## config.mk

```make
export PLATFORM = sky130hd
export DESIGN_NAME = modular_exponentiation
export DESIGN_NICKNAME = d
export VERILOG_FILES = /design/src/rtl/core/mexp_pkg.sv /design/src/rtl/core/mexp_reduce.sv /design/src/rtl/core/mexp_modmul.sv /design/src/rtl/core/modular_exponentiation.sv
export SDC_FILE = /design/constraint.sdc
export NUM_CORES = 1
export LEC_CHECK = 0
export ABC_AREA = 1
export BUFFER_PORTS_ARGS = -buffer_cell sky130_fd_sc_hd__buf_2
export CORE_MARGIN = 3
export CORE_UTILIZATION = 46
export CTS_CLUSTER_SIZE = 28
export DETAILED_ROUTE_END_ITERATION = 7
export PLACE_DENSITY_LB_ADDON = 0.12
export SKIP_LAST_GASP = 1
export SLEW_MARGIN = 20
export SYNTH_ARGS = -nofsm -noshare
export SYNTH_HDL_FRONTEND = slang
export SYNTH_SLANG_ARGS = --single-unit
```

## constraint.sdc

```tcl
create_clock -name clk -period 3.37 [get_ports clk]
set_input_delay 0.674 -clock clk [delete_from_list [all_inputs] [get_ports clk]]
set_output_delay 0.674 -clock clk [all_outputs]
set_load 0.02 [all_outputs]
```

## src/rtl/core/mexp_pkg.sv

```systemverilog
`default_nettype none
// ----------------------------------------------------------------------------
// mexp_pkg
// Shared word width, counter width, register indexes and reset values for
// the modular exponentiation block.
// ----------------------------------------------------------------------------
package mexp_pkg;

    // arithmetic word and data field width
    localparam int WORD_BITS = 16;
    // bit counter for one serial pass over a word
    localparam int CNT_W     = $clog2(WORD_BITS);
    // configuration register index width
    localparam int CFG_IDX_W = 1;

    typedef logic [WORD_BITS-1:0] word_t;
    typedef logic [CNT_W-1:0]     bit_cnt_t;

    // configuration register indexes
    localparam logic [CFG_IDX_W-1:0] REG_EXPONENT = 1'b0;
    localparam logic [CFG_IDX_W-1:0] REG_MODULUS  = 1'b1;

    // register reset values
    localparam word_t EXPONENT_RESET = word_t'(1);
    localparam word_t MODULUS_RESET  = word_t'(65535);

    // last count of a serial pass
    localparam bit_cnt_t CNT_LAST = bit_cnt_t'(WORD_BITS - 1);

endpackage : mexp_pkg
`default_nettype wire

```

## src/rtl/core/mexp_reduce.sv

```systemverilog
`default_nettype none
// ----------------------------------------------------------------------------
// mexp_reduce
// Bit-serial restoring reduction: value mod m, one dividend bit per cycle,
// most significant bit first. Pulses done after the last bit is shifted in.
// ----------------------------------------------------------------------------
module mexp_reduce (
    input  wire                  clk,
    input  wire                  rst_n,
    input  wire                  start,
    input  wire mexp_pkg::word_t value,
    input  wire mexp_pkg::word_t m,
    output logic                 done,
    output mexp_pkg::word_t      remainder
);
    import mexp_pkg::*;

    logic       busy_reg;
    logic       done_reg;
    bit_cnt_t   cnt_reg;
    word_t      val_reg;
    word_t      rem_reg;
    word_t      rem_next;
    logic [WORD_BITS:0] trial;

    // shift in next dividend bit, subtract modulus when it fits
    always_comb
    begin
        trial = {rem_reg, val_reg[WORD_BITS-1]};
        if (trial >= {1'b0, m})
        begin
            trial = trial - {1'b0, m};
        end
        rem_next = trial[WORD_BITS-1:0];
    end

    // pass sequencing
    always_ff @(posedge clk or negedge rst_n)
    begin
        if (!rst_n)
        begin
            busy_reg <= 1'b0;
            done_reg <= 1'b0;
            cnt_reg  <= '0;
            val_reg  <= '0;
            rem_reg  <= '0;
        end
        else
        begin
            // pulse after the last step of a pass
            done_reg <= !start && busy_reg && (cnt_reg == CNT_LAST);
            if (start)
            begin
                busy_reg <= 1'b1;
                cnt_reg  <= '0;
                val_reg  <= value;
                rem_reg  <= '0;
            end
            else if (busy_reg)
            begin
                rem_reg <= rem_next;
                val_reg <= {val_reg[WORD_BITS-2:0], 1'b0};
                cnt_reg <= cnt_reg + bit_cnt_t'(1);
                if (cnt_reg == CNT_LAST)
                begin
                    busy_reg <= 1'b0;
                end
            end
        end
    end

    assign done      = done_reg;
    assign remainder = rem_reg;

endmodule : mexp_reduce
`default_nettype wire

```

## src/rtl/core/mexp_modmul.sv

```systemverilog
`default_nettype none
// ----------------------------------------------------------------------------
// mexp_modmul
// Bit-serial modular multiplier: a * b mod m for a, b < m. Scans b from its
// low bit, adding and doubling a with a modular add each cycle. After the
// last bit of b it pulses done.
// ----------------------------------------------------------------------------
module mexp_modmul (
    input  wire                  clk,
    input  wire                  rst_n,
    input  wire                  start,
    input  wire mexp_pkg::word_t a,
    input  wire mexp_pkg::word_t b,
    input  wire mexp_pkg::word_t m,
    output logic                 done,
    output mexp_pkg::word_t      product
);
    import mexp_pkg::*;

    logic     busy_reg;
    logic     done_reg;
    bit_cnt_t cnt_reg;
    word_t    a_reg;
    word_t    b_reg;
    word_t    acc_reg;
    word_t    acc_next;
    word_t    a_next;
    logic [WORD_BITS:0] acc_sum;
    logic [WORD_BITS:0] dbl_sum;

    // modular add into accumulator and modular doubling of a
    always_comb
    begin
        acc_sum = {1'b0, acc_reg} + {1'b0, a_reg};
        if (acc_sum >= {1'b0, m})
        begin
            acc_sum = acc_sum - {1'b0, m};
        end
        dbl_sum = {a_reg, 1'b0};
        if (dbl_sum >= {1'b0, m})
        begin
            dbl_sum = dbl_sum - {1'b0, m};
        end
        acc_next = b_reg[0] ? acc_sum[WORD_BITS-1:0] : acc_reg;
        a_next   = dbl_sum[WORD_BITS-1:0];
    end

    // pass sequencing
    always_ff @(posedge clk or negedge rst_n)
    begin
        if (!rst_n)
        begin
            busy_reg <= 1'b0;
            done_reg <= 1'b0;
            cnt_reg  <= '0;
            a_reg    <= '0;
            b_reg    <= '0;
            acc_reg  <= '0;
        end
        else
        begin
            // pulse after the last step of a pass
            done_reg <= !start && busy_reg && (cnt_reg == CNT_LAST);
            if (start)
            begin
                busy_reg <= 1'b1;
                cnt_reg  <= '0;
                a_reg    <= a;
                b_reg    <= b;
                acc_reg  <= '0;
            end
            else if (busy_reg)
            begin
                acc_reg <= acc_next;
                a_reg   <= a_next;
                b_reg   <= {1'b0, b_reg[WORD_BITS-1:1]};
                cnt_reg <= cnt_reg + bit_cnt_t'(1);
                if (cnt_reg == CNT_LAST)
                begin
                    busy_reg <= 1'b0;
                end
            end
        end
    end

    assign done    = done_reg;
    assign product = acc_reg;

endmodule : mexp_modmul
`default_nettype wire

```

## src/rtl/core/modular_exponentiation.sv

```systemverilog
`default_nettype none
// ----------------------------------------------------------------------------
// modular_exponentiation
// Computes base_value ^ exponent mod modulus per request with right-to-left
// square and multiply over bit-serial modular arithmetic.
// ----------------------------------------------------------------------------
// Each request returns one result. The base is first reduced modulo the
// modulus in a serial pass; then each exponent bit, from the low bit up to
// the highest set bit, takes an issue step and a pass of the two serial
// multipliers, which form the multiply and the square side by side, after
// which the products are taken. An exponent of zero (result 1, checked
// first) or a modulus of 0 or 1 (result 0) skips the serial passes.
// One request is worked on at a time; a new one is taken while the previous
// result waits in the output register. Configuration is to be written by
// the user only while the block is idle; the block does not enforce this.
// ----------------------------------------------------------------------------
module modular_exponentiation (
    input  wire                              clk,
    input  wire                              rst_n,
    // configuration write port
    input  wire                              cfg_wr_en,
    input  wire [mexp_pkg::CFG_IDX_W-1:0]    cfg_index,
    input  wire mexp_pkg::word_t             cfg_data,
    // request stream
    input  wire                              s_axis_tvalid,
    output logic                             s_axis_tready,
    input  wire [15:0]                       s_axis_tdata,  // [15:0] base_value
    // result stream
    output logic                             m_axis_tvalid,
    input  wire                              m_axis_tready,
    output logic [15:0]                      m_axis_tdata   // [15:0] power_result
);
    import mexp_pkg::*;

    typedef enum logic [2:0] {
        ST_IDLE,
        ST_REDUCE,
        ST_STEP,
        ST_MULT,
        ST_FINISH
    } state_t;

    state_t state_reg;
    word_t  exponent_reg;
    word_t  modulus_reg;
    word_t  exp_reg;
    word_t  m_reg;
    word_t  base_reg;
    word_t  acc_reg;
    word_t  res_reg;
    logic   out_valid_reg;
    word_t  out_data_reg;

    logic   in_accept;
    logic   out_free;
    logic   red_start;
    logic   red_done;
    word_t  red_rem;
    logic   mul_start;
    logic   mul_done;
    logic   sqr_done;
    word_t  mul_prod;
    word_t  sqr_prod;

    // configuration registers
    always_ff @(posedge clk or negedge rst_n)
    begin
        if (!rst_n)
        begin
            exponent_reg <= EXPONENT_RESET;
            modulus_reg  <= MODULUS_RESET;
        end
        else if (cfg_wr_en)
        begin
            case (cfg_index)
                REG_EXPONENT: exponent_reg <= cfg_data;
                REG_MODULUS:  modulus_reg  <= cfg_data;
                default:      ;
            endcase
        end
    end

    // handshakes and unit starts
    assign in_accept = s_axis_tvalid && s_axis_tready;
    assign out_free  = !out_valid_reg || m_axis_tready;
    assign red_start = in_accept && (exponent_reg != '0) && (modulus_reg > word_t'(1));
    assign mul_start = (state_reg == ST_STEP) && (exp_reg != '0);

    // serial base reduction
    mexp_reduce u_reduce (
        .clk       (clk),
        .rst_n     (rst_n),
        .start     (red_start),
        .value     (word_t'(s_axis_tdata)),
        .m         (modulus_reg),
        .done      (red_done),
        .remainder (red_rem)
    );

    // multiply: result times base
    mexp_modmul u_mul (
        .clk     (clk),
        .rst_n   (rst_n),
        .start   (mul_start),
        .a       (acc_reg),
        .b       (base_reg),
        .m       (m_reg),
        .done    (mul_done),
        .product (mul_prod)
    );

    // square: base times base
    mexp_modmul u_sqr (
        .clk     (clk),
        .rst_n   (rst_n),
        .start   (mul_start),
        .a       (base_reg),
        .b       (base_reg),
        .m       (m_reg),
        .done    (sqr_done),
        .product (sqr_prod)
    );

    // exponent sequencer and output register
    always_ff @(posedge clk or negedge rst_n)
    begin
        if (!rst_n)
        begin
            state_reg     <= ST_IDLE;
            exp_reg       <= '0;
            m_reg         <= '0;
            base_reg      <= '0;
            acc_reg       <= '0;
            res_reg       <= '0;
            out_valid_reg <= 1'b0;
            out_data_reg  <= '0;
        end
        else
        begin
            // result taken; a finishing request reloads the register below
            if (out_valid_reg && m_axis_tready && (state_reg != ST_FINISH))
            begin
                out_valid_reg <= 1'b0;
            end
            case (state_reg)
                ST_IDLE:
                begin
                    if (in_accept)
                    begin
                        exp_reg <= exponent_reg;
                        m_reg   <= modulus_reg;
                        acc_reg <= word_t'(1);
                        if (exponent_reg == '0)
                        begin
                            res_reg   <= word_t'(1);
                            state_reg <= ST_FINISH;
                        end
                        else if (modulus_reg <= word_t'(1))
                        begin
                            res_reg   <= '0;
                            state_reg <= ST_FINISH;
                        end
                        else
                        begin
                            state_reg <= ST_REDUCE;
                        end
                    end
                end
                ST_REDUCE:
                begin
                    if (red_done)
                    begin
                        base_reg  <= red_rem;
                        state_reg <= ST_STEP;
                    end
                end
                ST_STEP:
                begin
                    // no set bits left: result is final
                    if (exp_reg == '0)
                    begin
                        res_reg   <= acc_reg;
                        state_reg <= ST_FINISH;
                    end
                    else
                    begin
                        state_reg <= ST_MULT;
                    end
                end
                ST_MULT:
                begin
                    if (sqr_done)
                    begin
                        if (exp_reg[0])
                        begin
                            acc_reg <= mul_prod;
                        end
                        base_reg  <= sqr_prod;
                        exp_reg   <= {1'b0, exp_reg[WORD_BITS-1:1]};
                        state_reg <= ST_STEP;
                    end
                end
                ST_FINISH:
                begin
                    if (out_free)
                    begin
                        out_valid_reg <= 1'b1;
                        out_data_reg  <= res_reg;
                        state_reg     <= ST_IDLE;
                    end
                end
                default:
                begin
                    state_reg <= ST_IDLE;
                end
            endcase
        end
    end

    assign s_axis_tready = (state_reg == ST_IDLE);
    assign m_axis_tvalid = out_valid_reg;
    assign m_axis_tdata  = 16'(out_data_reg);

    // both multipliers run in lockstep
    a_mul_lockstep: assert property (@(posedge clk) disable iff (!rst_n)
        mul_done == sqr_done)
        else $error("multiply and square units out of step");

    // reduction finishes only while the sequencer waits for it
    a_red_state: assert property (@(posedge clk) disable iff (!rst_n)
        red_done |-> (state_reg == ST_REDUCE))
        else $error("reduction done outside reduce state");

    // operands stay reduced below the modulus
    a_operands_reduced: assert property (@(posedge clk) disable iff (!rst_n)
        (state_reg == ST_STEP) |-> (acc_reg < m_reg) && (base_reg < m_reg))
        else $error("operand not reduced modulo modulus");

    // an accepted request always leaves idle
    a_accept_leaves_idle: assert property (@(posedge clk) disable iff (!rst_n)
        in_accept |=> (state_reg != ST_IDLE))
        else $error("request accepted but sequencer stayed idle");

    // a result is loaded only when the output register is free
    a_no_overwrite: assert property (@(posedge clk) disable iff (!rst_n)
        (state_reg == ST_FINISH) && out_valid_reg && !m_axis_tready
        |=> (state_reg == ST_FINISH))
        else $error("pending result overwritten");

endmodule : modular_exponentiation
`default_nettype wire
```

Yosys cells after proc, flatten, opt, wreduce, memory -nomap -nowiden
Cells that the tools add are included.
Operators by class
  equality and inequality tests: 15
  muxes and demuxes: 64
  shifts and indexed selects: 0
  add/subtract/negate cells: 10
  div/mod/pow operators: 0
  multipliers: 0
  reductions and logical operators: 38
  bitwise operators: 1
  magnitude comparators: 7
Operators by type and width (number)
  $mux 16: 34
  $pmux 16 s2: 4
  $ge 17x16->1: 5
  $sub 16x16->16: 5
  $add 16x16->17: 2
  $logic_not 16->1: 2
  $reduce_bool 16->1: 2
  $mux 4: 6
  $mux 3: 7
  $gt 16x1->1 const B: 1
  $le 16x1->1 const B: 1
  $reduce_bool 2->1: 8
  $pmux 3 s5: 1
  $add 4x1->4 const B: 3
  $eq 4x4->1 const B: 3
  $mux 1: 12
  $reduce_and 2->1: 6
  $reduce_and 4->1: 3
  $logic_and 1x1->1: 10
  $ne 2x1->1 const B: 4
  $eq 3x2->1 const B: 2
  $reduce_and 3->1: 2
  $ne 2x2->1 const B: 2
  $eq 3x1->1 const B: 1
  7 further kinds: 9
Word-level totals
  word-level logic and storage cells: 161
  bits in read-only memories: 0
  input port bits: 38
  flip-flop bits (word level): 277
  RAM bits: 0
  output and inout port bits: 18
  memories: 0
  bits in latches: 0

Logic depth before layout (Yosys ltp)
Gate-level depths: netlist (run 1).
  word-level depth: 7
  depth in mapped cells: 25
  mapped depth without buffers: 24

Modules after synthesis
From an unflattened synthesis (run 1), not the netlist that was laid out.
Unflattened totals
  cells, all modules: 2909
  area, all modules: 20174.3 sq um
By module, submodules not included
  mexp_modmul at u_mul: times used 1, area each 5805.6 sq um, cells an instance 910, sequential area each 1351.3 sq um
  modular_exponentiation: times used 1, area each 5731.7 sq um, cells an instance 641, sequential area each 3324.4 sq um
  mexp_modmul at u_sqr: times used 1, area each 5688.0 sq um, cells an instance 917, sequential area each 1351.3 sq um
  mexp_reduce: times used 1, area each 2949.1 sq um, cells an instance 441, sequential area each 950.9 sq um

Worst setup path after synthesis (run 1)
No wires, ideal clock.
  path type: reg-to-reg
  from: reg u_sqr.acc_reg[0] (netlist: u_sqr.product[0])
  to: reg u_sqr.acc_reg[1] (netlist: u_sqr.product[1])
  setup time: 0.117 ns
  stages on the path, launching flop included: 24
  data required time: 3.253 ns
  buffers on the path: 1
  clock period less this slack: 3.056 ns
  arrival: 2.938 ns
  slack: 0.314 ns
  path through: dfrtp_1 ha_1 inv_1 fa_1 inv_1 nand3_1 nand2_1 nand2_1 nand2_1 nand2_1 nand2_1 nand2_1 nand2_1 inv_1 ha_1 a21oi_1 o21ai_0 a21oi_1 nand2_1 nand2_2 buf_2 nand3_1 nand3_1 nand2_1
Between the ends
  longest elaborated chain between the ends: 6
  elaborated cells on any way between the ends: 7
  those cells by class: 2 x add/sub; 1 x order compare; 4 x mux
RTL lines
  start, declared: RTL line mexp_modmul.sv:25  | word_t acc_reg;
  start signal, assigned: RTL line mexp_modmul.sv:74  | acc_reg <= acc_next;
  $add 16x16->17 *: RTL line mexp_modmul.sv:34  | acc_sum = {1'b0, acc_reg} + {1'b0, a_reg};
  $sub 16x16->16 or $ge 17x16->1 (tied branches): RTL line mexp_modmul.sv:37, mexp_modmul.sv:35
  $mux 16 *: RTL line mexp_modmul.sv:35  | if (acc_sum >= {1'b0, m})
  $mux 16 *: RTL line mexp_modmul.sv:44  | acc_next = b_reg[0] ? acc_sum[WORD_BITS-1:0] : acc_reg;
  $mux 16 *: RTL line mexp_modmul.sv:72  | else if (busy_reg)
  $mux 16 *: RTL line mexp_modmul.sv:64  | if (start)
Mark *: on every way between the ends. The rest lies on a longest branch, timed or not. The select of a mux whose other input is x is not followed.
A chain may end at the register's enable or synchronous reset.

Worst setup path in the final report (run 1)
  from: reg u_sqr.a_reg[0]
  to: reg u_sqr.acc_reg[4] (netlist: u_sqr.product[4])
Between the ends
  longest elaborated chain between the ends: 6
  elaborated cells on any way between the ends: 7
  those cells by class: 2 x add/sub; 1 x order compare; 4 x mux
RTL lines
  start, declared: RTL line mexp_modmul.sv:23  | word_t a_reg;
  start signal, assigned: RTL line mexp_modmul.sv:75  | a_reg <= a_next;
  $add 16x16->17 *: RTL line mexp_modmul.sv:34
  $sub 16x16->16 or $ge 17x16->1 (tied branches): RTL line mexp_modmul.sv:37, mexp_modmul.sv:35
  $mux 16 *: RTL line mexp_modmul.sv:35
  $mux 16 *: RTL line mexp_modmul.sv:44
  $mux 16 *: RTL line mexp_modmul.sv:72
  $mux 16 *: RTL line mexp_modmul.sv:64
Marks and branches as above.

==> results.yml, run 1 <==
run:
  cap_viol_max_count: 0
clock_network:
  h_tree_lvl_count: 1
  cts.sink_count: 277
  clkTransAtPathRegs_ns: 0.06
  cts_hold_buffers: 0
  cts_made_buffers: 31
  clock_tree.root_cell: "sky130_fd_sc_hd__clkbuf_16"
  clk-insertion-delay-late_ns: 0.59
  ctsLongestPathBuffers: 3
  tritoncts: "built"
placed_design:
  post-place-ws_ns: 0.0190
  dpl_cell_area_um2: 20000
  number_of_buffers_inserted_by_port_buffering: 55
  gpl.final_weighted_congestion: 0.958
  dp_hpwl_um: 43300
global_routing:
  grt_pass1_wl_um: 91100
  number_of_global_route_vias_before_repair: 16738
  grt_usage_pct: 25.7
  global_route.overflow_total: 0
  antenna_violations_before_repair: 0
  maximum_number_of_pins_on_one_net_before_global_route_repair: 81
timing:
  max_freq_mhz: 315
  final.setup.tns_ns: 0
  setup_slack_after_layout_ns: 0.197
  period_share_pct: 94.1
  final_hold_viol_count: 0
  worst_clock_skew_ns: 0.0171
  setup_repair_after_global_routing_missed_its_margin: "true"
  final-setup-viol-count: 0
  relative_max_transition_margin_pct: 41.0
  fin_worst_hold_slack_ns: 0.0169
  worst-slew-pin-transition_ns: 0.883
  finalCriticalPeriod_ns: 3.17
  final_max_slew_viol_count: 0
route:
  drt_pre_antenna_iters: 5
  initialDrtViolationCount: 1330
  vias: 17623
  wl_per_cell_um: 17.3
  finalWirelength_um: 57400
  drcViolationCount: 0
  antenna_violating_nets_post_route: 0
  detail_route.vias_per_cell: 5.31
layout:
  drive_gt1_share_pct: 12.5
  layout_commonest_cell: "sky130_fd_sc_hd__nand2_1"
  antenna_cells_inserted: 0
  final_cell_area_um2: 21800
  regArea_um2: 6960
  multiInputGateArea_um2: 10900
  filler_cell_count: 3952
  area_delta_synth_final_pct: 14.5
  finalNetCount: 2930
  most-common-layout-cells: "sky130_fd_sc_hd__nand2_1 (896), sky130_fd_sc_hd__inv_1 (364), sky130_fd_sc_hd__nand3_1 (269)"
die:
  io-pin-count: 56
  placementRows: 73
  initial_utilization_pct: 47.2
  fp.dieH_um: 209
  die_area_um2: 43800
  fp.coreArea_um2: 40300
  die-width_um: 209
setup_path:
  critical_path_fanout_max: 6
  worstPathRequired_ns: 3.85
  path_class: "reg -> reg"
  crit_path_end_kind: "flop"
  crit_path_start_kind: "flop"
  crit_arrival_ns: 3.65
outcome:
  run_status: "finished clean"
synthesis:
  synth_compound_area_share_pct: 9.71
  synthesis.instances: 2690
  synth_simple_gate_area_share_pct: 32.2
  synth-adder-area-share_pct: 8.31
  synth.mux.area_fraction_pct: 0.889
  yosys.area_share.xor_xnor_pct: 2.86
  post_synth_num_cell_types: 50
  synth.yosys.warnings: 0
  synth_seq_cells: 277
  synth_seq_area_share_pct: 36.6
  synth.net_count: 2850
  synth_area_um2: 19000
  combinational_family_with_the_most_area_after_synthesis: "simple AND/OR/NAND/NOR gates"
  synth_area_per_cell_um2: 7.06
power:
  leakagePower_nw: 11.9
  cellPowerDensity_nw_per_um2: 411
  vdd.ir_drop.worst_uv: 408
min_path:
  worst_hold_path_type: "in -> async"
metal layers:
metal	vias up	GRT usage, %	part of all wire, %	routed length [um]
li1	8778	-	-	-
met1	8276	37.1	46	26600
met2	480	40.6	45	25600
met3	89	3.09	5.5	3140
met4	0	7.94	3.5	2020
met5	-	0	0	0
cell families (layout without fill, tap and decap cells):
kind of cell | count (synthesis) | in the layout
AO/OA/AOI/OAI | 335 | 335
XOR/XNOR | 62 | 62
adder cells (fa/ha/maj) | 122 | 122
buffers and inverters | 448 | 552
flip-flops | 277 | 277
multiplexers | 15 | 15
AND/OR/NAND/NOR | 1431 | 1432
layout make-up:
type / instances / share of cell area [%]
clock buffers: 37 / 3.81
multi-input cells: 1966 / 50.0
repair buffers: 115 / 3.74
inverters: 379 / 6.54
flip-flops and latches: 277 / 32.0
clock inverters: 21 / 0.926
well taps: 525 / 3.02
path summary, 6_finish.rpt:
path	start	endpoint	slack [ns]	depth (start not counted)
hold reg to reg	u_sqr.b_reg[15]$_DFFE_PN0P_	u_sqr.b_reg[15]$_DFFE_PN0P_	0.47	2
hold / removal	rst_n	m_axis_tdata[6]$_DFFE_PN0P_	0.02	1
max in group asynchronous	rst_n	u_mul.a_reg[13]$_DFFE_PN0P_	2.53	2
setup reg to reg	u_sqr.a_reg[0]$_DFFE_PN0P_	u_sqr.product[4]$_DFFE_PN0P_	0.20	20
min in group clk	s_axis_tdata[10]	u_reduce.val_reg[10]$_DFFE_PN0P_	0.30	3
setup / recovery	u_sqr.a_reg[0]$_DFFE_PN0P_	u_sqr.product[4]$_DFFE_PN0P_	0.20	20
critical path: stages, from the launching register on:
cell                       delay, ns
sky130_fd_sc_hd__dfrtp_1        0.37
sky130_fd_sc_hd__ha_2           0.20
sky130_fd_sc_hd__inv_1          0.06
sky130_fd_sc_hd__fa_2           0.35
sky130_fd_sc_hd__inv_1          0.08
sky130_fd_sc_hd__nand3_1        0.08
sky130_fd_sc_hd__nand2_2        0.08
sky130_fd_sc_hd__buf_4          0.11
sky130_fd_sc_hd__xor2_2         0.20
sky130_fd_sc_hd__ha_1           0.34
sky130_fd_sc_hd__a21oi_2        0.22
sky130_fd_sc_hd__nor2_1         0.07
sky130_fd_sc_hd__nor2_1         0.08
sky130_fd_sc_hd__nand2_1        0.10
sky130_fd_sc_hd__nand2_1        0.11
sky130_fd_sc_hd__nand2_2        0.07
sky130_fd_sc_hd__nand2_4        0.15
sky130_fd_sc_hd__buf_6          0.14
sky130_fd_sc_hd__nand3b_1       0.07
sky130_fd_sc_hd__nand3_1        0.10
sky130_fd_sc_hd__nand2_1        0.06
where the power goes:
group          internal [mW]  leakage (nW)  switching [mW]  total, mW
Combinational          0.640          7.77            1.13       1.77
Clock                   1.98         0.506            1.47       3.46
Sequential              3.50          3.61           0.207       3.71
synth_stat cells (all sizes together):
library cell / number / area share, %
a21o: 2 / 0.079
a21oi: 97 / 2.7
a22o: 1 / 0.046
a31oi: 17 / 0.56
a41oi: 1 / 0.046
and2: 11 / 0.36
and3: 1 / 0.033
buf: 47 / 1.5
clkbuf: 22 / 0.44
dfrtp: 260 / 34
dfstp: 17 / 2.4
fa: 7 / 0.74
ha: 115 / 7.6
inv: 379 / 7.5
mux2: 15 / 0.89
nand2: 927 / 19
nand3: 275 / 7.3
nand3b: 27 / 1.1
nand4: 18 / 0.59
nor2: 149 / 3.3
nor3: 14 / 0.37
nor3b: 1 / 0.099
nor4: 5 / 0.24
o211ai: 24 / 0.95
o21a: 3 / 0.12
o21ai: 174 / 4.6
o21bai: 12 / 0.51
o22ai: 3 / 0.099
o31ai: 1 / 0.040
or2: 3 / 0.099
xnor2: 34 / 1.6
xor2: 28 / 1.3
timing repair:
action	in CTS	in global routing
endpoints found under the setup margin	1	32
hold endpoints to repair	0	0
gates resized for setup	1	105
cloned	0	1
pin swaps	0	16
setup buffers	0	10
per-stage QoR:
step / total power, mW / cells / utilization [%]
2_1_floorplan: 4.98 / 2690 / -
3_3_place_gp: 5.50 / 3251 / 49.7
3_5_place_dp: 5.52 / 3251 / 49.7
4_1_cts: 9.00 / 3309 / 52.3
5_1_grt: 9.43 / 3320 / 54.0
6_report: 8.94 / 3320 / 54.0
No activity file was read; power rests on OpenSTA's default activity.
==> inputs of run 2 (changes only) <==
Settings changed: CTS_CLUSTER_DIAMETER set to 120, HOLD_SLACK_MARGIN set to 0.12.
==> run 2 against run 1 <==
Global-route usage down 0.25 points. Cell count is 0.84% lower. Setup slack worse by 0.011 ns. Die area stayed put. Via count fell by 1.1%. Highest routed layer unchanged. Register-to-register slack barely moved. Critical path depth shrank 1. Utilization fell by 1.2 points.
==> results.yml, run 2 (same netlist as run 1, synthesis figures left out) <==
timing:
  final_hold_viol_count: 0
  setup_repair_after_global_routing_missed_its_margin: "true"
  final-setup-viol-count: 0
  relative_max_transition_margin_pct: 39.8
  period_share_pct: 94.5
  final.setup.tns_ns: 0
  max_freq_mhz: 314
  setup_slack_after_layout_ns: 0.186
  final_max_slew_viol_count: 0
  finalCriticalPeriod_ns: 3.18
  worst_clock_skew_ns: 0.0332
  worst-slew-pin-transition_ns: 0.902
layout:
  multiInputGateArea_um2: 10900
  drive_gt1_share_pct: 11.7
  filler_cell_count: 3992
  antenna_cells_inserted: 0
  layout_commonest_cell: "sky130_fd_sc_hd__nand2_1"
  fin_util_pct: 52.8
  finalNetCount: 2918
  regArea_um2: 6960
  most-common-layout-cells: "sky130_fd_sc_hd__nand2_1 (890), sky130_fd_sc_hd__inv_1 (363), sky130_fd_sc_hd__nand3_1 (269)"
  area_delta_synth_final_pct: 11.9
clock_network:
  clock_tree.root_cell: "sky130_fd_sc_hd__clkbuf_16"
  cts.sink_count: 277
  tritoncts: "built"
  clk-insertion-delay-late_ns: 0.54
  ctsLongestPathBuffers: 3
  cts_made_buffers: 15
  h_tree_lvl_count: 1
  clkTransAtPathRegs_ns: 0.11
route:
  initialDrtViolationCount: 1314
  finalWirelength_um: 57000
  drcViolationCount: 0
  wl_per_cell_um: 17.3
  vias: 17423
  antenna_violating_nets_post_route: 0
  detail_route.vias_per_cell: 5.29
  drt_pre_antenna_iters: 6
global_routing:
  number_of_global_route_vias_before_repair: 16521
  grt_pass1_wl_um: 90300
  grt_usage_pct: 25.5
  maximum_number_of_pins_on_one_net_before_global_route_repair: 81
  global_route.overflow_total: 0
  antenna_violations_before_repair: 0
setup_path:
  reg2reg_setup_slack_ns: 0.19
  last_element_of_the_critical_path: "u_sqr.product[5]$_DFFE_PN0P_"
  timing.critical_path.slowest_cell_delay_ns: 0.42
  crit_arrival_ns: 3.60
  critical_path.top_delay_family: "simple AND/OR/NAND/NOR gates"
  setup.worst_path.start: "u_sqr.product[0]$_DFFE_PN0P_"
  cp_cell_sequence: "ha_4, inv_1, fa_2, inv_1, nand3_1, nand2_2, xor2_1, ha_1, a21oi_1, nor2_1, nor2_1, nand2_1, nand2_1, nand2_2, nand2_4, buf_6, nand3_1, nand3_1, nand2_1"
  crit_path_end_kind: "flop"
  crit_path_start_kind: "flop"
  path_class: "reg -> reg"
  worstPathRequired_ns: 3.79
  path_depth: 19
  reg2reg_to: "u_sqr.product[5]$_DFFE_PN0P_"
  critical_path_fanout_max: 6
  critical_path.reg2reg.startpoint: "u_sqr.product[0]$_DFFE_PN0P_"
  rr_worst_depth: 19
  path_buf_inv: 3
  cp_slowest_cell: "sky130_fd_sc_hd__dfrtp_1"
run:
  cap_viol_max_count: 0
min_path:
  worstHoldStart: "cfg_data[11]"
  worst_hold_path_type: "in -> reg"
die:
  placementRows: 73
  fp.coreArea_um2: 40300
  fp.dieH_um: 209
  die_area_um2: 43800
  die-width_um: 209
  initial_utilization_pct: 47.2
  io-pin-count: 56
power:
  cellPowerDensity_nw_per_um2: 358
  vdd.ir_drop.worst_uv: 274
  leakagePower_nw: 11.6
  report.power.total_mw: 7.61
placed_design:
  number_of_buffers_inserted_by_port_buffering: 55
  gpl.final_weighted_congestion: 0.958
  dp_hpwl_um: 43300
  post-place-ws_ns: 0.0190
outcome:
  run_status: "finished clean"
## run 2: cell types whose count changed in the layout (fill, tap and decap cells not counted), moves of 3 or more
cell / delta
sky130_fd_sc_hd__clkbuf_16: -16
sky130_fd_sc_hd__clkinv_2: -10
sky130_fd_sc_hd__nand2_1: -6
sky130_fd_sc_hd__nand2_2: +6
sky130_fd_sc_hd__a21oi_1: +3
sky130_fd_sc_hd__a21oi_2: -3
sky130_fd_sc_hd__bufinv_16: -3
sky130_fd_sc_hd__clkbuf_8: -3
## run 2: worst min path at each step
stage                                           end  slack (ns)  depth (start not counted)
global placement        u_sqr.b_reg[15]$_DFFE_PN0P_        0.46                          2
detailed placement      u_sqr.b_reg[15]$_DFFE_PN0P_        0.46                          2
finish                  modulus_reg[11]$_DFFE_PN1P_        0.37                          3
floorplan                    acc_reg[0]$_DFFE_PN0P_        0.38                          0
CTS                 u_reduce.val_reg[2]$_DFFE_PN0P_        0.35                          3
global route        u_reduce.val_reg[2]$_DFFE_PN0P_        0.37                          3
## run 2: area by class of cell
class	count	share of cell area [%]
multi-input cells	1966	51.2
flip-flops and latches	277	32.8
inverters	379	6.69
repair buffers	119	4.06
well taps	525	3.09
clock buffers	18	1.82
clock inverters	8	0.389
## run 2: layer usage
layer | global-route usage, % | vias to the layer above | part of all wire (%)
li1 | - | 8749 | -
met1 | 37.3 | 8160 | 47
met2 | 40.3 | 441 | 45
met3 | 2.70 | 73 | 5.2
met4 | 6.81 | 0 | 2.9
met5 | 0 | - | 0
## run 2: metrics by stage
step | instance area [um^2] | hold slack [ns] | cells
after detailed placement | 20000 | 0.462 | 3251
after global placement | 20000 | 0.457 | 3251
after global routing | 21300 | 0.369 | 3292
final | 21300 | 0.370 | 3292
after floorplan | 19000 | 0.378 | 2690
after CTS | 20500 | 0.354 | 3279
## run 2: worst min-delay path, stage by stage
cell and delay [ns]:
sky130_fd_sc_hd__buf_2 0.10, sky130_fd_sc_hd__inv_1 0.06, sky130_fd_sc_hd__o21ai_0 0.08
## run 2: power breakdown
group          internal, mW  switching (mW)
Sequential             3.50           0.206
Combinational         0.642            1.13
Clock                 0.879            1.26
## run 2: what timing repair did
action | in CTS | in global routing
resized for setup | 3 | 110
setup buffers | 1 | 11
pin swaps | 0 | 17
endpoints found under the setup margin | 11 | 32
hold endpoints to repair | 50 | 0
hold buffers | 1 | 0
gates cloned | 0 | 2
